`config.mk`:
```
export PLATFORM = sky130hd
export DESIGN_NAME = bracket_frame_extractor_with_ping_core
export DESIGN_NICKNAME = d
export VERILOG_FILES = /design/src/rtl/bfep_pkg.sv /design/src/rtl/bracket_frame_extractor_with_ping_core.sv /design/src/rtl/bfep_datapath.sv /design/src/rtl/bfep_ctrl.sv
export SDC_FILE = /design/constraint.sdc
export NUM_CORES = 1
export LEC_CHECK = 0
export BUFFER_PORTS_ARGS = -buffer_cell sky130_fd_sc_hd__buf_2
export CAP_MARGIN = 20
export CORE_UTILIZATION = 40
export CTS_BUF_LIST = sky130_fd_sc_hd__clkbuf_4
export DETAILED_ROUTE_END_ITERATION = 16
export PLACE_DENSITY = 0.57
export SYNTH_ARGS = -nofsm -noshare
export SYNTH_HDL_FRONTEND = slang
export SYNTH_SLANG_ARGS = --single-unit
```
`constraint.sdc`:
```
create_clock -name clk -period 3.4 [get_ports clk]
set_input_delay 0.34 -clock clk [delete_from_list [all_inputs] [get_ports clk]]
set_output_delay 0.34 -clock clk [all_outputs]
set_load 0.01 [all_outputs]
```
`src/rtl/bfep_pkg.sv`:
```
// ----------------------------------------------------------------------------
// bfep_pkg
// Shared constants, controller state type and the command/status bundles of
// the bracket frame extractor.
// ----------------------------------------------------------------------------
`default_nettype none

package bfep_pkg;

  localparam int FRAME_BYTES_DEF = 64;

  localparam logic [7:0] CH_OPEN  = 8'h5B;
  localparam logic [7:0] CH_CLOSE = 8'h5D;
  localparam logic [7:0] CH_CR    = 8'h0D;
  localparam logic [7:0] CH_LF    = 8'h0A;

  // position of the closing bracket in "[ping]"
  localparam int PING_CLOSE_POS = 5;

  typedef enum logic [1:0] {
    ST_IDLE,
    ST_FETCH,
    ST_SEND
  } state_t;

  typedef struct packed {
    logic take;    // input word accepted this cycle
    logic replay;  // start replay of stored frame
    logic notice;  // send a bare pong notice
    logic step;    // advance replay pointer
  } cmd_t;

  typedef struct packed {
    logic frame_done;  // incoming word is a stored closing bracket
    logic pong;        // that frame is "[ping]"
    logic deliver;     // delivery enabled
    logic last;        // output word is the final one
  } status_t;

  function automatic logic [7:0] ping_char(input logic [2:0] k);
    logic [7:0] c;
    unique case (k)
      3'd0:    c = CH_OPEN;
      3'd1:    c = 8'h70;
      3'd2:    c = 8'h69;
      3'd3:    c = 8'h6E;
      3'd4:    c = 8'h67;
      3'd5:    c = CH_CLOSE;
      default: c = 8'h00;
    endcase
    return c;
  endfunction

endpackage

`default_nettype wire

```
`src/rtl/bracket_frame_extractor_with_ping_core.sv`:
```
// ----------------------------------------------------------------------------
// bracket_frame_extractor_with_ping_core
// Collects received bytes into bracketed frames and replays completed frames.
// ----------------------------------------------------------------------------
// Input stream (in_*): one received byte per word. CR/LF drop the partial
// frame, '[' restarts it, ']' completes it. A byte arriving with the store at
// FRAME_BYTES-1 entries is dropped and the frame restarts.
// Output stream (out_*): with cfg_wdata=1 written, each completed frame is
// replayed one byte per word, tlast on the final byte; tuser[1] flags a frame
// equal to "[ping]". With delivery off, a "[ping]" frame gives one bare word
// (tuser[0]=0, tdata=0, tlast=1, tuser[1]=1).
// Sequence: a byte that releases no word leaves the block idle, ready for
// another byte. After a closing bracket with delivery on, each result word
// is fetched (frame store read, state FETCH) and then output (state SEND);
// a further word is fetched only after the previous one is taken. A bare
// notice is valid in the cycle after its bracket is taken.
// No input is taken while a frame is being replayed; a stalled receiver holds
// the current word and the whole block.
// Reset (synchronous, rst_n low): frame length cleared, delivery disabled,
// no pending results. Store contents are not cleared.
// ----------------------------------------------------------------------------
`default_nettype none

module bracket_frame_extractor_with_ping_core #(
  parameter int FRAME_BYTES = bfep_pkg::FRAME_BYTES_DEF
) (
  input  wire logic       clk,
  input  wire logic       rst_n,
  input  wire logic       cfg_we,
  input  wire logic       cfg_wdata,    // deliver_frames
  input  wire logic       in_tvalid,
  output logic            in_tready,
  input  wire logic [7:0] in_tdata,     // [7:0] rx_byte
  output logic            out_tvalid,
  input  wire logic       out_tready,
  output logic [7:0]      out_tdata,    // [7:0] frame_byte
  output logic            out_tlast,    // frame_last
  output logic [1:0]      out_tuser     // [0] byte_valid, [1] pong_request
);
  import bfep_pkg::*;

  cmd_t    cmd;
  status_t st;
  logic    byte_valid, pong;

  bfep_ctrl u_ctrl (
    .clk        (clk),
    .rst_n      (rst_n),
    .in_tvalid  (in_tvalid),
    .in_tready  (in_tready),
    .out_tvalid (out_tvalid),
    .out_tready (out_tready),
    .st         (st),
    .cmd        (cmd)
  );

  bfep_datapath #(
    .FRAME_BYTES (FRAME_BYTES)
  ) u_dp (
    .clk            (clk),
    .rst_n          (rst_n),
    .cfg_we         (cfg_we),
    .cfg_wdata      (cfg_wdata),
    .in_byte        (in_tdata),
    .cmd            (cmd),
    .st             (st),
    .out_byte       (out_tdata),
    .out_byte_valid (byte_valid),
    .out_last       (out_tlast),
    .out_pong       (pong)
  );

  assign out_tuser = {pong, byte_valid};

endmodule

`default_nettype wire

```
`src/rtl/bfep_datapath.sv`:
```
// ----------------------------------------------------------------------------
// bfep_datapath
// Frame store, length and ping tracking, replay pointer and result word.
// ----------------------------------------------------------------------------
`default_nettype none

module bfep_datapath #(
  parameter int FRAME_BYTES = 64
) (
  input  wire logic            clk,
  input  wire logic            rst_n,
  input  wire logic            cfg_we,
  input  wire logic            cfg_wdata,
  input  wire logic [7:0]      in_byte,
  input  wire bfep_pkg::cmd_t  cmd,
  output bfep_pkg::status_t    st,
  output logic [7:0]           out_byte,
  output logic                 out_byte_valid,
  output logic                 out_last,
  output logic                 out_pong
);
  import bfep_pkg::*;

  localparam int LEN_W = $clog2(FRAME_BYTES);
  localparam logic [LEN_W-1:0] LIMIT     = LEN_W'(FRAME_BYTES - 1);
  localparam logic [LEN_W-1:0] CLOSE_POS = LEN_W'(PING_CLOSE_POS);

  logic [7:0]       mem [FRAME_BYTES];
  logic [7:0]       rd_data_r;
  logic [LEN_W-1:0] len_r, len_nxt;
  logic [LEN_W-1:0] rd_idx_r, rd_idx_nxt;
  logic [LEN_W-1:0] last_idx_r;
  logic             ok_r, ok_nxt;
  logic             pong_r;
  logic             notice_r, notice_nxt;
  logic             deliver_r;

  logic             is_line, is_open, is_close, room, store_en, close_hit, pong_now, char_ok;
  logic [LEN_W-1:0] wr_idx;

  assign is_line   = (in_byte == CH_CR) || (in_byte == CH_LF);
  assign is_open   = (in_byte == CH_OPEN);
  assign is_close  = (in_byte == CH_CLOSE);
  assign room      = (len_r < LIMIT);
  assign wr_idx    = is_open ? '0 : len_r;
  assign store_en  = cmd.take & ~is_line & room;
  assign close_hit = ~is_line & room & is_close;
  // ok_r covers the first five bytes; the bracket here completes the match
  assign pong_now  = close_hit & (wr_idx == CLOSE_POS) & ok_r;
  assign char_ok   = (in_byte == ping_char(wr_idx[2:0]));

  always_comb begin
    len_nxt = len_r;
    ok_nxt  = ok_r;
    if (cmd.take) begin
      if (is_line || !room || is_close) begin
        len_nxt = '0;
      end else begin
        len_nxt = wr_idx + LEN_W'(1);
      end
    end
    if (store_en) begin
      if (wr_idx == '0) begin
        ok_nxt = char_ok;
      end else if (wr_idx < CLOSE_POS) begin
        ok_nxt = ok_r & char_ok;
      end
    end
  end

  always_comb begin
    rd_idx_nxt = rd_idx_r;
    notice_nxt = notice_r;
    if (cmd.replay) begin
      rd_idx_nxt = '0;
      notice_nxt = 1'b0;
    end else if (cmd.notice) begin
      notice_nxt = 1'b1;
    end else if (cmd.step) begin
      rd_idx_nxt = rd_idx_r + LEN_W'(1);
    end
  end

  always_ff @(posedge clk) begin
    if (!rst_n) begin
      len_r     <= '0;
      ok_r      <= 1'b0;
      notice_r  <= 1'b0;
      deliver_r <= 1'b0;
      rd_idx_r  <= '0;
    end else begin
      len_r    <= len_nxt;
      ok_r     <= ok_nxt;
      notice_r <= notice_nxt;
      rd_idx_r <= rd_idx_nxt;
      if (cfg_we) begin
        deliver_r <= cfg_wdata;
      end
    end
  end

  always_ff @(posedge clk) begin
    if (cmd.take && close_hit) begin
      last_idx_r <= wr_idx;
      pong_r     <= pong_now;
    end
  end

  always_ff @(posedge clk) begin
    if (store_en) begin
      mem[wr_idx] <= in_byte;
    end
    rd_data_r <= mem[rd_idx_r];
  end

  assign st.frame_done = close_hit;
  assign st.pong       = pong_now;
  assign st.deliver    = deliver_r;
  assign st.last       = notice_r | (rd_idx_r == last_idx_r);

  assign out_byte       = notice_r ? 8'h00 : rd_data_r;
  assign out_byte_valid = ~notice_r;
  assign out_last       = st.last;
  assign out_pong       = st.last & pong_r;

endmodule

`default_nettype wire

```
`src/rtl/bfep_ctrl.sv`:
```
// ----------------------------------------------------------------------------
// bfep_ctrl
// Controller: takes input words while idle, then sequences frame replay or a bare pong notice.
// ----------------------------------------------------------------------------
`default_nettype none

module bfep_ctrl (
  input  wire logic               clk,
  input  wire logic               rst_n,
  input  wire logic               in_tvalid,
  output logic                    in_tready,
  output logic                    out_tvalid,
  input  wire logic               out_tready,
  input  wire bfep_pkg::status_t  st,
  output bfep_pkg::cmd_t          cmd
);
  import bfep_pkg::*;

  state_t state_r, state_nxt;

  always_comb begin
    state_nxt = state_r;
    unique case (state_r)
      ST_IDLE: begin
        if (in_tvalid && st.frame_done) begin
          if (st.deliver) begin
            state_nxt = ST_FETCH;
          end else if (st.pong) begin
            state_nxt = ST_SEND;
          end
        end
      end
      ST_FETCH: state_nxt = ST_SEND;
      ST_SEND: begin
        if (out_tready) begin
          state_nxt = st.last ? ST_IDLE : ST_FETCH;
        end
      end
      default: state_nxt = ST_IDLE;
    endcase
  end

  always_comb begin
    in_tready  = 1'b0;
    out_tvalid = 1'b0;
    cmd        = '0;
    unique case (state_r)
      ST_IDLE: begin
        in_tready  = 1'b1;
        cmd.take   = in_tvalid;
        cmd.replay = in_tvalid & st.frame_done & st.deliver;
        cmd.notice = in_tvalid & st.frame_done & ~st.deliver & st.pong;
      end
      ST_FETCH: ;
      ST_SEND: begin
        out_tvalid = 1'b1;
        cmd.step   = out_tready & ~st.last;
      end
      default: ;
    endcase
  end

  always_ff @(posedge clk) begin
    if (!rst_n) begin
      state_r <= ST_IDLE;
    end else begin
      state_r <= state_nxt;
    end
  end

endmodule

`default_nettype wire

```
==> results.sh, run 1 <==
export IMPL_slew_viol_final=0
export IMPL_drv_cap=0
export IMPL_root_buffer="clkbuf_4"
export IMPL_grt_overflow_total=0
export IMPL_slew_headroom=0.376
export IMPL_syn_inst=1091
export IMPL_via_per_inst=5.48
export IMPL_synth_edff_count=519
export IMPL_switchingPower_mw=2.88
export IMPL_ys_ff_latch=544
export IMPL_ys_types=72
export IMPL_slowest_stage="dlygate4sd3_1"
export IMPL_p_leak_nw=7.91
export IMPL_path_clk_slew_ns=0.06
export IMPL_finClkSkew_ns=0.0636
export IMPL_cts_inserted_buffers=142
export IMPL_hpwl_mm=32.2
export IMPL_drc=1
export IMPL_timing_rr_end="u_dp.mem[61][5]"
export IMPL_postLayoutCoreUtil=0.472
export IMPL_cts_sinks=544
export IMPL_ys_seq_area_frac=0.746
export IMPL_grt_antenna_before_repair=4
export IMPL_firstDrtPassIters=11
export IMPL_wl_per_cell_um=24.7
export IMPL_ir_drop_mv=0.248
export IMPL_start_util=0.408
export IMPL_routed_wl_mm=51.6
export IMPL_power_density_nw_per_um2=547
export IMPL_grt_pass1_vias=11800
export IMPL_timing_hold_ws_ns=0.142
export IMPL_final_period_utilization=0.972
export IMPL_synth_ff_type="edfxtp_1"
export IMPL_io_pins=27
export IMPL_reg2reg_depth=5
export IMPL_htreeDepth=4
export IMPL_ant_nets=0
export IMPL_insertion_delay_ns=0.99
export IMPL_period_minus_slack_ns=3.31
export IMPL_pwr_share_comb=0.024
export IMPL_timing_rr_start="u_ctrl.state_r[1]"
export IMPL_post_cts_repair_setup_buffers=0
export IMPL_dieArea_um2=54800
export IMPL_intPower_mw=10.8
export IMPL_vias=11400
export IMPL_grt_pass1_wl_mm=76.2
export IMPL_finalSetupTns_ns=0
export IMPL_fmax_ghz=0.302
export IMPL_syn_to_final_growth_pct=15.8
export IMPL_ys_warnings_count=0
export IMPL_grt_max_degree=70
export IMPL_holdPathEnd="u_dp.last_idx_r[5]"
export IMPL_die_x_um=234
export IMPL_placed_area_um2=22900
export IMPL_drive_gt1_frac=0.361
export IMPL_clk_path_buf_depth=3
export IMPL_path_common_cell="dlygate4sd3_1"
export IMPL_reg2reg_slack_ns=0.41
export IMPL_async_flop_share=0
export IMPL_outcome="finished, violations left"
export IMPL_synthTopCellsByArea="edfxtp_1 72%, mux4_2 13%, dfxtp_1 2.3%"
export IMPL_yosys_top_cells_count="519 x edfxtp_1, 129 x mux4_2, 72 x nor2_1"
export IMPL_hp_start="in_tdata[4]"
export IMPL_crit_type="in -> reg"
export IMPL_hold_path_class="in -> reg"
export IMPL_cpPeakStageDelay_ns=0.56
export IMPL_power_frac_seq=0.540
export IMPL_crit_arrival_ns=4.20
export IMPL_yosysTopAreaCell="edfxtp_1"
export IMPL_finalSetupViolCount=0
export IMPL_fp_row_count=84
export IMPL_avgSynthCellArea_um2=19.8
export IMPL_crit_chain="dlygate4sd3_1 > buf_2 > or4b_1 > or2_2 > nand2_2 > ha_2 > and2_1 > o2111ai_1 > nor4b_2 > nor4bb_2 > o21a_1 > dlygate4sd3_1"
export IMPL_gp_congestion=0.851
export IMPL_synth_top_area_frac=0.723
export IMPL_violations="design-rule violations"
export IMPL_path_max_fanout=9
export IMPL_yosysMostFrequentCell="edfxtp_1"
export IMPL_cp_start_kind="input pin"
export IMPL_power_total_mw=13.6
export IMPL_cp_data_required_time_ns=4.29
export IMPL_drt_initial_drc_count=855
export IMPL_endpoint_kind="register"
export IMPL_grt_usage=0.196
export IMPL_hold_violations=0
export IMPL_whs_path_depth=4
export IMPL_port_buffers=26
export IMPL_synthesis_area_um2=21500
export IMPL_final_cell_area_um2=25000
export IMPL_cts_tree="yes"
export IMPL_fp_dieH_um=234
export IMPL_fin_nets=1307
export IMPL_fp_coreArea_um2=52900
export IMPL_worstMarginPinSlew_ns=0.934
export IMPL_p_sw_frac=0.211
export IMPL_clkPwrFrac=0.436
## repair_timing
item,in CTS,in global routing
gates cloned,0,0
hold buffers,14,0
hold endpoints to repair,226,0
setup endpoints to repair,1,2
resized for setup,1,5
## metrics by stage
| step | instances | setup slack, ns |
|---|---|---|
| after CTS | 2080 | 0.0953 |
| final | 2086 | 0.0942 |
| after global placement | 1817 | 0.255 |
| after global routing | 2086 | -0.0534 |
| after floorplan | 1098 | 0.556 |
| after detailed placement | 1817 | 0.196 |
## worst max-delay path: cells and delay by family
kind | cells | cell delay (ns)
AO/OA/AOI/OAI | 2 | 0.36
adder cells (fa/ha/maj) | 1 | 0.26
AND/OR/NAND/NOR | 6 | 1.91
buffers and inverters | 3 | 1.31
## metal layers
metal | GRT usage | wire length, um | vias to the layer above
met5 | 0 | 0 | -
met3 | 0.0561 | 2890 | 69
met4 | 0.0623 | 866 | 0
met1 | 0.266 | 22600 | 5970
li1 | - | - | 5017
met2 | 0.307 | 25200 | 372
## cell type report
cell class	instances	area [um2]
Antenna cell	6	15.0
Clock buffer	219	1640
Multi-Input combinational cell	475	5130
Tap cell	688	861
Inverter	12	45.0
Timing Repair Buffer	112	886
Sequential cell	544	16100
Fill cell	4494	27900
Clock inverter	30	273
## power groups by stage
stage,clock (mW),sequential (mW),combinational [mW]
after floorplan,0,7.51,0.111
after global placement,0,7.51,0.307
after detailed placement,0,7.51,0.313
after CTS,6.12,7.37,0.325
after global routing,6.44,7.37,0.348
final,5.95,7.37,0.321
## sequential cells by signal, indices dropped and copies added (netlist names)
name             count
u_dp.rd_idx_r        6
u_dp.notice_r        1
u_dp.last_idx_r      6
u_dp.pong_r          1
u_dp.mem           512
u_dp.len_r           6
u_dp.deliver_r       1
u_dp.ok_r            1
u_dp.rd_data_r       8
u_ctrl.state_r       2
## cells by family after synthesis
group                      synth area share
AOI/OAI and AO/OA                    0.0383
muxes                                 0.139
xor gates and xnor gates            0.00447
and+or+nand+nor                      0.0498
buffers and inverters                0.0179
other                              0.000174
DFF                                   0.746
adders and majority gates           0.00348
## cell usage in the layout (no fill, tap or decap), types with 5 or more instances in the layout
cell	synthesis	final
edfxtp_1	519	519
diode_2	0	6
inv_1	12	12
dfxtp_1	25	22
buf_4	4	66
nand4_1	5	5
nor2_1	72	72
nand2b_1	6	6
clkbuf_4	0	219
clkinv_1	0	13
buf_12	0	6
ha_1	6	5
nor2_2	7	7
bufinv_16	0	5
nor3_1	8	8
mux2_2	7	7
xor2_1	7	7
mux4_2	129	129
nor4_1	21	20
conb_1	1	8
o22ai_1	57	57
dlygate4sd3_1	0	14
and2_1	5	5
nand3b_1	6	6
buf_2	17	26
nand2_1	15	14
nor2b_1	20	20
nand3_1	7	7
## how the worst max path moves through the flow
stage	from	endpoint	slack, ns
2_1_floorplan	in_tdata[1]	u_ctrl.state_r[1]	0.56
3_3_place_gp	in_tdata[7]	u_ctrl.state_r[1]	0.26
3_5_place_dp	in_tdata[7]	u_ctrl.state_r[1]	0.20
4_1_cts	in_tdata[7]	u_ctrl.state_r[1]	0.1
5_1_grt	in_tdata[7]	u_ctrl.state_r[1]	-0.05
6_report	in_tdata[7]	u_ctrl.state_r[1]	0.09
Note: power is estimated with default switching activity, not from simulation.
==> run 2, diff against run 1 <==
- CORE_UTILIZATION: 40 -> 44
- CTS_CLUSTER_DIAMETER: default -> 150
- PLACE_DENSITY: 0.57 -> 0.61
==> run 2 against run 1 <==
- final cell count decreased by 4.8%
- sequential power hardly changed
- largest cell class unchanged
- non-clock buffer count decreased by 21
- combinational power shrank 3%
- via count fell by 0.70%
- the flow now finishes without violations
- critical path depth unchanged
- first-iteration DRC count grew 5.8%
- global-route usage grew 1.0 points
==> results.sh, run 2 (synthesized netlist as in run 1, its figures left out) <==
export IMPL_cpPeakStageDelay_ns=0.54
export IMPL_grt_usage=0.207
export IMPL_rsz0062_at_grt="no"
export IMPL_endpoint_kind="register"
export IMPL_slowest_stage="dlygate4sd3_1"
export IMPL_finalSetupTns_ns=0
export IMPL_largest_reg_flops=512
export IMPL_finalSetupViolCount=0
export IMPL_hpwl_mm=31.1
export IMPL_drt_initial_drc_count=905
export IMPL_ir_drop_mv=0.245
export IMPL_grt_pass1_vias=11800
export IMPL_cts_tree="yes"
export IMPL_grt_overflow_total=0
export IMPL_cp_data_required_time_ns=4.18
export IMPL_fill_cells=3991
export IMPL_cts_inserted_buffers=141
export IMPL_mostFrequentLayoutCells="519 x edfxtp_1, 198 x clkbuf_4, 129 x mux4_2"
export IMPL_hp_start="in_tdata[5]"
export IMPL_crit_chain="dlygate4sd3_1 > buf_2 > or4b_1 > or2_2 > nand2_1 > ha_1 > and2_1 > o2111ai_1 > nor4b_2 > nor4bb_1 > o21a_1 > dlygate4sd3_1"
export IMPL_fmax_ghz=0.306
export IMPL_grt_max_degree=69
export IMPL_firstDrtPassIters=5
export IMPL_crit_arrival_ns=4.05
export IMPL_hold_path_class="in -> reg"
export IMPL_outcome="finished clean"
export IMPL_crit_type="in -> reg"
export IMPL_slew_viol_final=0
export IMPL_gp_congestion=0.870
export IMPL_htreeDepth=4
export IMPL_fp_dieH_um=223
export IMPL_grt_pass1_wl_mm=74.2
export IMPL_path_clk_slew_ns=0.06
export IMPL_dieArea_um2=49900
export IMPL_ant_nets=0
export IMPL_vias=11300
export IMPL_p_leak_nw=7.73
export IMPL_worstMarginPinSlew_ns=0.873
export IMPL_grt_antenna_before_repair=6
export IMPL_path_max_fanout=8
export IMPL_finClkSkew_ns=0.0402
export IMPL_post_place_ws_ns=0.237
export IMPL_cp_start_kind="input pin"
export IMPL_final_period_utilization=0.961
export IMPL_fin_nets=1285
export IMPL_timing_rr_start="u_ctrl.state_r[1]"
export IMPL_drive_gt1_frac=0.337
export IMPL_fp_coreArea_um2=48000
export IMPL_routed_wl_mm=50.1
export IMPL_setup_slack_ns=0.133
export IMPL_slew_headroom=0.416
export IMPL_clk_path_buf_depth=3
export IMPL_drv_cap=0
export IMPL_insertion_delay_ns=0.87
export IMPL_drc=0
export IMPL_syn_to_final_growth_pct=13.9
export IMPL_die_x_um=223
export IMPL_final_common_cell="edfxtp_1"
export IMPL_root_buffer="clkbuf_4"
export IMPL_path_common_cell="dlygate4sd3_1"
export IMPL_largest_register="u_dp.mem"
export IMPL_period_minus_slack_ns=3.27
export IMPL_start_util=0.449
export IMPL_io_pins=27
export IMPL_wl_per_cell_um=25.2
export IMPL_port_buffers=26
export IMPL_via_per_inst=5.72
export IMPL_hold_violations=0
export IMPL_cp_startpoint="in_tdata[7]"
export IMPL_timing_hold_ws_ns=0.0810
export IMPL_cts_sinks=544
export IMPL_power_density_nw_per_um2=542
export IMPL_largestRegisters="u_dp.mem x512, u_dp.rd_data_r x8"
export IMPL_fp_row_count=80
==> run 2: cell types whose count changed in the layout (fill, tap and decap cells not counted), sizes merged <==
cell,change
diode,-3
clkbuf,-21
buf,-15
dlygate4sd3,-6
clkinv,+18
clkinvlp,-1
==> run 2: layout make-up <==
| class | count | area [um2] | share of cell area |
|---|---|---|---|
| Multi-Input combinational cell | 475 | 5120 | 0.209 |
| Timing Repair Buffer | 91 | 701 | 0.0285 |
| Inverter | 12 | 45.0 | 0.00184 |
| Antenna cell | 3 | 7.51 | 0.000306 |
| Clock inverter | 47 | 319 | 0.0130 |
| Tap cell | 615 | 769 | 0.0314 |
| Clock buffer | 198 | 1490 | 0.0606 |
| Sequential cell | 544 | 16100 | 0.656 |
==> run 2: final timing paths <==
kind / slack [ns] / end / cells past startpoint
worst max-delay path: 0.13 / u_ctrl.state_r[1] / 12
worst min-delay path: 0.08 / u_dp.mem[7][5] / 2
worst max register to register: 0.30 / u_dp.mem[28][3] / 5
worst min register to register: 0.61 / u_dp.len_r[4] / 2
==> run 2: timing repair <==
action                     4_1_cts  5_1_grt
hold buffers                     8        0
hold endpoints to repair        28        0
setup endpoints to repair        0        3
buffers inserted                 0        0
gates resized for setup          0        2
==> run 2: worst max-delay path, delay by kind of cell <==
family	cells	cell delay [ns]
buffers and inverters	3	1.29
adder cells (fa/ha/maj)	1	0.31
AND/OR/NAND/NOR	6	1.79
AO/OA/AOI/OAI	2	0.30
==> run 2: per-layer routing <==
metal,part of all wire,vias up,GRT usage
met5,0,-,0
met3,0.063,74,0.0493
met1,0.44,5858,0.290
met4,0.026,0,0.0833
met2,0.47,452,0.313
li1,-,4964,-
==> run 2: where the power goes <==
part / internal, mW / total (mW) / switching [mW]
combinational: 0.0878 / 0.311 / 0.223
sequential: 7.36 / 7.37 / 0.00928
clock: 3.06 / 5.63 / 2.57
==> run 2: metrics by stage <==
stage / total power, mW / cell area (um2) / std cells / utilization
after floorplan: 7.63 / 21600 / 1098 / -
after global placement: 7.81 / 22600 / 1729 / 0.471
after detailed placement: 7.82 / 22600 / 1729 / 0.471
after CTS: 13.5 / 24500 / 1982 / 0.510
after global routing: 13.8 / 24500 / 1985 / 0.511
final: 13.3 / 24500 / 1985 / 0.511
==> run 3, diff against run 2 <==
- clock period: 3.4 -> 3.55 ns (I/O delays scaled with it)
==> run 3 against run 2 <==
- largest power group unchanged
- via count is 0.77% higher
- highest routed layer unchanged
- critical endpoint unchanged
- final area fell by 0.33%
- setup slack got worse by 0.078 ns
==> results.sh, run 3 (synthesized netlist as in run 1, its figures left out) <==
export IMPL_firstDrtPassIters=5
export IMPL_endpoint_kind="register"
export IMPL_port_buffers=26
export IMPL_path_clk_slew_ns=0.06
export IMPL_io_pins=27
export IMPL_placed_area_um2=22700
export IMPL_final_cell_area_um2=24500
export IMPL_timing_rr_end="u_ctrl.state_r[1]"
export IMPL_fin_nets=1291
export IMPL_gp_congestion=0.855
export IMPL_vias=11400
export IMPL_reg2reg_depth=9
export IMPL_insertion_delay_ns=0.82
export IMPL_cp_data_required_time_ns=4.29
export IMPL_drc=0
export IMPL_endpoint="u_ctrl.state_r[1]"
export IMPL_grt_usage=0.209
export IMPL_drive_gt1_frac=0.336
export IMPL_outcome="finished clean"
export IMPL_ant_nets=0
export IMPL_power_total_mw=12.4
export IMPL_clk_path_buf_depth=3
export IMPL_via_per_inst=5.79
export IMPL_finClkSkew_ns=0.0541
export IMPL_period_minus_slack_ns=3.49
export IMPL_final_common_cell="edfxtp_1"
export IMPL_final_period_utilization=0.984
export IMPL_slew_headroom=0.406
export IMPL_cp_startpoint="in_tdata[7]"
export IMPL_grt_pass1_wl_mm=75.1
export IMPL_cts_sinks=544
export IMPL_dieArea_um2=49900
export IMPL_crit_arrival_ns=4.24
export IMPL_hold_path_class="in -> reg"
export IMPL_largestRegisters="u_dp.mem x512, u_dp.rd_data_r x8"
export IMPL_reg2reg_slack_ns=0.38
export IMPL_crit_type="in -> reg"
export IMPL_slew_viol_final=0
export IMPL_finalSetupViolCount=0
export IMPL_cp_start_kind="input pin"
export IMPL_drv_cap=0
export IMPL_grt_antenna_before_repair=2
export IMPL_ir_drop_mv=0.201
export IMPL_grt_overflow_total=0
export IMPL_cts_inserted_buffers=141
export IMPL_start_util=0.449
export IMPL_largest_register="u_dp.mem"
export IMPL_timing_rr_start="u_dp.len_r[0]"
export IMPL_routed_wl_mm=50.7
export IMPL_htreeDepth=4
export IMPL_drt_initial_drc_count=1056
export IMPL_p_leak_nw=7.70
export IMPL_hpwl_mm=31.7
export IMPL_root_buffer="clkbuf_4"
export IMPL_fp_dieH_um=223
export IMPL_grt_max_degree=65
export IMPL_fp_coreArea_um2=48000
export IMPL_fmax_ghz=0.286
export IMPL_cts_tree="yes"
export IMPL_grt_pass1_vias=11500
export IMPL_wl_per_cell_um=25.7
export IMPL_rsz0062_at_grt="no"
export IMPL_mostFrequentLayoutCells="519 x edfxtp_1, 197 x clkbuf_4, 129 x mux4_2"
export IMPL_power_density_nw_per_um2=507
export IMPL_finalSetupTns_ns=0
export IMPL_die_x_um=223
export IMPL_largest_reg_flops=512
export IMPL_syn_to_final_growth_pct=13.5
export IMPL_fp_row_count=80
export IMPL_hold_violations=0
export IMPL_path_max_fanout=9
export IMPL_worstMarginPinSlew_ns=0.888
==> run 3: cell count changes in the layout (fill, tap and decap cells not counted), sizes merged <==
cell | previous run | this run
dlygate4sd3 | 8 | 11
clkinvlp | 2 | 0
clkbuf | 198 | 197
buf | 83 | 86
clkinv | 35 | 25
bufinv | 5 | 2
diode | 3 | 2
==> run 3: metrics by stage <==
| stage | cells | hold WS, ns | setup slack, ns | util |
|---|---|---|---|---|
| 3_5_place_dp | 1732 | 0.544 | 0.296 | 0.472 |
| 4_1_cts | 1972 | 0.0288 | 0.0931 | 0.509 |
| 2_1_floorplan | 1098 | 0.454 | 0.691 | - |
| 6_report | 1974 | 0.125 | 0.0553 | 0.509 |
| 5_1_grt | 1973 | 0.0356 | 0.00526 | 0.509 |
| 3_3_place_gp | 1732 | 0.541 | 0.346 | 0.472 |
==> run 3: worst min-delay path by stage <==
stage / from / endpoint / cells past startpoint
after global routing: in_tdata[6] / u_dp.mem[5][6] / 2
after floorplan: in_tdata[0] / u_dp.mem[0][0] / 0
final: in_tdata[6] / u_dp.mem[4][6] / 2
after CTS: in_tdata[6] / u_dp.mem[4][6] / 2
after detailed placement: u_dp.deliver_r / u_dp.deliver_r / 2
after global placement: u_dp.deliver_r / u_dp.deliver_r / 2
==> run 3: worst max-delay path: stages <==
cell	delay, ns
dlygate4sd3_1	0.54
buf_2	0.22
or4b_1	0.52
or2_2	0.39
nand2_1	0.23
ha_1	0.29
and2_1	0.15
o2111ai_1	0.18
nor4b_2	0.37
nor4bb_1	0.29
o21a_1	0.14
dlygate4sd3_1	0.53
==> run 3: what timing repair did <==
action,in CTS,in global routing
resized for setup,0,1
setup endpoints to repair,0,1
hold endpoints to repair,43,0
hold buffers,11,0
buffers inserted,0,0
==> run 3: area by class of cell <==
| cell class | count | area, um2 |
|---|---|---|
| Antenna cell | 2 | 5.00 |
| Clock buffer | 197 | 1480 |
| Clock inverter | 32 | 176 |
| Fill cell | 3980 | 23600 |
| Inverter | 12 | 45.0 |
| Multi-Input combinational cell | 475 | 5120 |
| Sequential cell | 544 | 16100 |
| Tap cell | 615 | 769 |
| Timing Repair Buffer | 97 | 778 |
==> run 3: where the power goes <==
part | internal, mW | switching (mW)
registers | 7.05 | 0.0109
logic | 0.0831 | 0.215
clock network | 2.68 | 2.37
total | 9.81 | 2.59
==> run 3: per-layer routing <==
metal	part of all wire	up-vias	track usage
met5	0	-	0
met2	0.46	446	0.307
li1	-	4966	-
met3	0.070	66	0.0477
met1	0.44	5957	0.305
met4	0.025	0	0.0800
